$ cat config.mk
export PLATFORM = sky130hd
export DESIGN_NAME = lbvs_mul
export DESIGN_NICKNAME = d
export VERILOG_FILES = /design/src/design/linear_blend_vertex_skinning_unit_assert.svh /design/src/design/lbvs_pkg.sv /design/src/design/lbvs_mul.sv
export SDC_FILE = /design/constraint.sdc
export NUM_CORES = 2
export LEC_CHECK = 0
export BUFFER_PORTS_ARGS = -buffer_cell sky130_fd_sc_hd__buf_2
export CORE_ASPECT_RATIO = 0.5
export CORE_MARGIN = 2
export CORE_UTILIZATION = 50
export DETAILED_ROUTE_END_ITERATION = 6
export PLACE_DENSITY_LB_ADDON = 0.15
export SKIP_CTS_REPAIR_TIMING = 1
export SLEW_MARGIN = 20
export SYNTH_ARGS = -nofsm -noshare
export SYNTH_HDL_FRONTEND = slang
export SYNTH_SLANG_ARGS = --single-unit
$ cat constraint.sdc
create_clock -name clk_i -period 19.75 [get_ports clk_i]
set_input_delay 3.95 -clock clk_i [delete_from_list [all_inputs] [get_ports clk_i]]
set_output_delay 3.95 -clock clk_i [all_outputs]
set_load 0.005 [all_outputs]
$ cat src/design/linear_blend_vertex_skinning_unit_assert.svh
// Assertion macros for the linear blend skinning unit.
// Used by the top level; empty when SYNTHESIS is defined.
`ifndef LINEAR_BLEND_VERTEX_SKINNING_UNIT_ASSERT_SVH
`define LINEAR_BLEND_VERTEX_SKINNING_UNIT_ASSERT_SVH
`ifndef SYNTHESIS
`define LBVS_ASSERT(lbl, clk, rstn, prop) \
  lbl: assert property (@(posedge clk) disable iff (!rstn) prop) \
    else $error("lbvs assertion failed");
`define LBVS_ASSERT_NEXT(lbl, clk, rstn, pre, post) \
  lbl: assert property (@(posedge clk) disable iff (!rstn) (pre) |=> (post)) \
    else $error("lbvs assertion failed");
`else
`define LBVS_ASSERT(lbl, clk, rstn, prop)
`define LBVS_ASSERT_NEXT(lbl, clk, rstn, pre, post)
`endif
`endif

$ cat src/design/lbvs_pkg.sv
// Shared constants and saturation helpers for the skinning unit.
// No dependencies.
package lbvs_pkg;
  localparam int unsigned MAX_JOINTS_DEF = 64;
  localparam int unsigned ROW_ELEMS      = 12;
  localparam int unsigned MUL_W          = 33;
  localparam int unsigned ACC_W          = 48;
  localparam int unsigned SUM_W          = 51;
  localparam logic [16:0] ONE_Q16        = 17'h10000;
  localparam logic        OP_WRITE       = 1'b0;
  localparam logic        OP_WEIGHT      = 1'b1;

  function automatic logic signed [ACC_W-1:0] sat_acc(input logic signed [SUM_W-1:0] x);
    logic signed [ACC_W-1:0] r;
    if (x[SUM_W-1:ACC_W-1] == '0 || x[SUM_W-1:ACC_W-1] == '1) begin
      r = x[ACC_W-1:0];
    end else if (x[SUM_W-1]) begin
      r = {1'b1, {(ACC_W-1){1'b0}}};
    end else begin
      r = {1'b0, {(ACC_W-1){1'b1}}};
    end
    return r;
  endfunction

  function automatic logic signed [31:0] sat_out(input logic signed [ACC_W-1:0] x);
    logic signed [31:0] r;
    if (x[ACC_W-1:31] == '0 || x[ACC_W-1:31] == '1) begin
      r = x[31:0];
    end else if (x[ACC_W-1]) begin
      r = 32'sh8000_0000;
    end else begin
      r = 32'sh7fff_ffff;
    end
    return r;
  endfunction
endpackage

$ cat src/design/lbvs_mul.sv
// Shared signed multiplier with a registered product.
// Depends on lbvs_pkg.
module lbvs_mul (
  input  logic                                 clk_i,
  input  logic                                 en_i,
  input  logic signed [lbvs_pkg::MUL_W-1:0]    a_i,
  input  logic signed [lbvs_pkg::MUL_W-1:0]    b_i,
  output logic signed [2*lbvs_pkg::MUL_W-1:0]  p_o
);
  import lbvs_pkg::*;

  always_ff @(posedge clk_i) begin
    if (en_i) begin
      p_o <= a_i * b_i;
    end
  end
endmodule

# --- Yosys cells after proc, flatten, opt, wreduce, memory -nomap -nowiden ---
# Cells that the tools add are included.
classes:
  n_mul: 1
op_table:
  columns: ["cell", "n"]
  rows:
  - ["$mul A33 B33 Y66", 1]
word_totals:
  out_inout_bits: 66
  regBits: 66
  wordCells: 2
  in_bits: 68

# --- Depth between registers and ports, before layout ---
logic_depth:
  word_depth: 1
  mapped_depth: 27
  ltp_nobuf: 26

# --- Worst setup path after synthesis ---
# Ideal clock, no wire load.
synth_timing:
  path_type: "input port to flip-flop"
  startpoint: "input port a_i[32] (netlist name)"
  endpoint: "register p_o[62] (netlist name), data pin"
  stages: 23
  required_time_ns: 19.481
  setup_ns: 0.269
  path_buffers: 2
  t_arrival_ns: 11.046
  setup_slack_ns: 8.435
  path_cell_list: "clkbuf_1 -> nand2_1 -> inv_1 -> fa_1 -> fa_1 -> fa_1 -> fa_1 -> fa_1 -> fa_1 -> fa_1 -> inv_1 -> fa_1 -> inv_1 -> ha_1 -> clkbuf_1 -> and3_1 -> nand3_1 -> nand2b_1 -> a2111oi_4 -> a211oi_4 -> a21o_2 -> a211oi_2 -> a211oi_2"
synth_via:
  elab_chain_cells: 1
synth_lines:
  columns: ["item", "line", "rtl"]
  rows:
  - ["from (decl)", "lbvs_mul.sv:6", "input logic signed [lbvs_pkg::MUL_W-1:0] a_i,"]
  - ["$mul A33 B33 Y66", "lbvs_mul.sv:14", "p_o <= a_i * b_i;"]
  - ["to (signal assigned)", "lbvs_mul.sv:14", null]
  - ["to (decl)", "lbvs_mul.sv:8", "output logic signed [2*lbvs_pkg::MUL_W-1:0] p_o"]
# No other way between the ends.
# A chain may end at the register's enable or synchronous reset.

# --- Worst setup path after layout ---
layout_timing:
  startpoint: "input port b_i[9] (netlist name)"
  endpoint: "register p_o[60] (netlist name), data pin"
layout_via:
  elab_chain_cells: 1
layout_lines:
  columns: ["item", "line", "rtl"]
  rows:
  - ["from (decl)", "lbvs_mul.sv:7", "input logic signed [lbvs_pkg::MUL_W-1:0] b_i,"]
  - ["$mul A33 B33 Y66", "lbvs_mul.sv:14", null]
# No other way between the ends.

==> impl_results.md <==
- Commonest cells in the netlist: fa_1, inv_1, and2_1, nand2_1, ha_1
- Worst-path maximum fanout: 33
- Setup violations, final: 0
- CTS max path bufs: 2
- Clock root buffer: clkbuf_16
- Post-synth EDFFs: 66
- Ys flop type: edfxtp_1
- Antenna violations before repair: 6
- Via count: 28.7k
- Cell variety after synth: 80
- WP data arrival: between 10 and 15 ns
- Post-DP HPWL: 88.9 mm
- Drt wl/cell: 20.5 µm
- Syn Nets: 5768
- Synth area leaders: fa_1, inv_1, and2_1
- Fin crit share: 64.0%
- Layout area overhead: 3.97%
- Area of the multi-input gates: 34300 µm²
- Floorplan row count: 74
- Fillcell total: 7574
- Mapped Cells: 4338
- Synth top area share: 55.4%
- Final WL: 111 mm
- Global-route usage over all layers: 27.3%
- CTS tree: built
- Status: finished, final reports clean
- Max-cap violations: 0
- IO Count: 134
- Final worst path period need: 12.65 ns
- Biggest area consumer among synthesized cells: fa_1
- Sequential cell area fraction in the yosys report: under 10%
- Syn Std Cell Area: 41400 µm²
- Vias in the first global route: 32.1k
- Syn_area_per_cell: 9.54 µm²
- CTS buffer count: 9
- Core area: 81800 µm²
- Yosys Warn Count: 0
- HP Class: primary input to flop
- Final ANT Viol Nets: 0
- Yosys reg bits: 66
- Async SR Flop Fraction: 0%
- Top flop regs: p_o x66
- Nets: 5710
- Req. time, crit path: 19.85 ns
- Die Width: 411 µm
- H-tree levels: 3
- GRT overflow: 0
- Die extent in y: between 200 and 250 µm
- Worst setup EP type: flop
- Max FFs per register: 66
- Biggest register: p_o
- Starting Density: 50.6%
- Pin count of the biggest net entering global routing: 63
- Drt pass-1 iters: 5
- Clock transition at path regs: roughly 0.07 ns
- Top-count cell post-synth: fa_1
- Worst slew pin tran: between 1 and 1.5 ns
- Setup TNS: 0 ns
- Clock Sinks: 66
- RePlAce Congestion: 0.870
- Drt drc: 0
- RSZ-0062 raised after global routing: false
- Final count of hold timing violations: 0
- Register Area: between 1500 and 2000 µm²
- Port bufs: 133
- Worst slew margin: 15.4%
- Via/cell ratio: between 5 and 6
- Share of layout cells above drive strength 1: around 4.8%
- Max Slew Vio Count: 0
- Full die area: 85200 µm²
- Iter 0 DRT Violations: 1494
- Fmax: between 0.07 and 0.08 GHz
- CP Class: primary input to flop
- First-pass GRT wire length: 178 mm
- Startpoint types: primary input
-- placed cells by master, fill, tap and decap left out, types with 25 or more instances in the layout --
master / synthesis / layout
fa_1: 1145 / 1143
inv_1: 1131 / 1131
and2_1: 562 / 562
nand2_1: 551 / 551
ha_1: 217 / 217
buf_2: 11 / 133
nor2_1: 68 / 68
edfxtp_1: 66 / 66
a21oi_1: 57 / 57
xnor2_1: 43 / 43
a21o_1: 36 / 36
o21ai_0: 25 / 25
nand3_1: 25 / 25
xor2_1: 25 / 25
-- kinds of logic (layout without fill, tap and decap cells) --
family	after synthesis	in the layout	synth area share (%)
xor+xnor	68	68	1.44
buf+inv	1352	1299	12.3
simple gates	1271	1271	15.5
fa+ha+maj	1362	1362	61.9
flops	66	66	4.79
other cells	0	4	0
compound gates	219	219	4.00
-- per-layer routing --
metal	wire length (µm)	up-vias	global-route usage (%)	part of all wire [%]
li1	-	12300	-	-
met1	42900	15400	34.5	39
met2	57400	844	48.0	52
met3	5940	198	4.05	5.4
met4	4480	0	9.28	4.0
met5	0	-	0	0
-- through the flow --
stage	util [%]	cell area (µm²)	cells	setup WS, ns	hold slack (ns)
after floorplan	-	41400	4338	8.43	4.06
after global placement	52.3	42700	5371	7.02	4.28
after detailed placement	52.3	42700	5371	7.07	4.28
after CTS	52.6	43000	5387	7.43	3.90
after global routing	52.6	43000	5387	6.96	3.90
final	52.6	43000	5391	7.10	3.89
-- worst paths after layout --
| path | slack (ns) | startpoint | depth (start not counted) | to |
|---|---|---|---|---|
| max | 7.10 | b_i[9] | 22 | p_o[60] |
| min | 3.89 | en_i | 1 | p_o[63] |
-- cell type report --
cell class                 instances  area share (%)
clock inverter                     7           0.160
multi-input combinational       2920            79.7
clock buffer                       9           0.523
antenna                            4          0.0233
inverter                        1131            9.86
sequential                        66            4.60
tap                             1102            3.20
timing repair buffer             152            1.88
-- worst max-delay path, stage by stage --
cell and delay, ns:
buf_2 0.61, nand2_1 0.27, fa_1 0.79, fa_1 0.56, fa_1 0.56, inv_1 0.05, fa_1 0.49, fa_1 0.67
fa_1 0.46, fa_1 0.49, inv_1 0.05, fa_1 0.47, inv_1 0.04, ha_1 0.41, nand3_1 0.25, nor2_1 0.37
nand2_1 0.22, nor3_1 1.05, o311ai_4 0.45, nand3_2 0.25, a31oi_1 0.12, xnor2_1 0.15
Power is not shown: default switching activity piles up to over one toggle a cycle in this logic, so the estimate is an artifact.
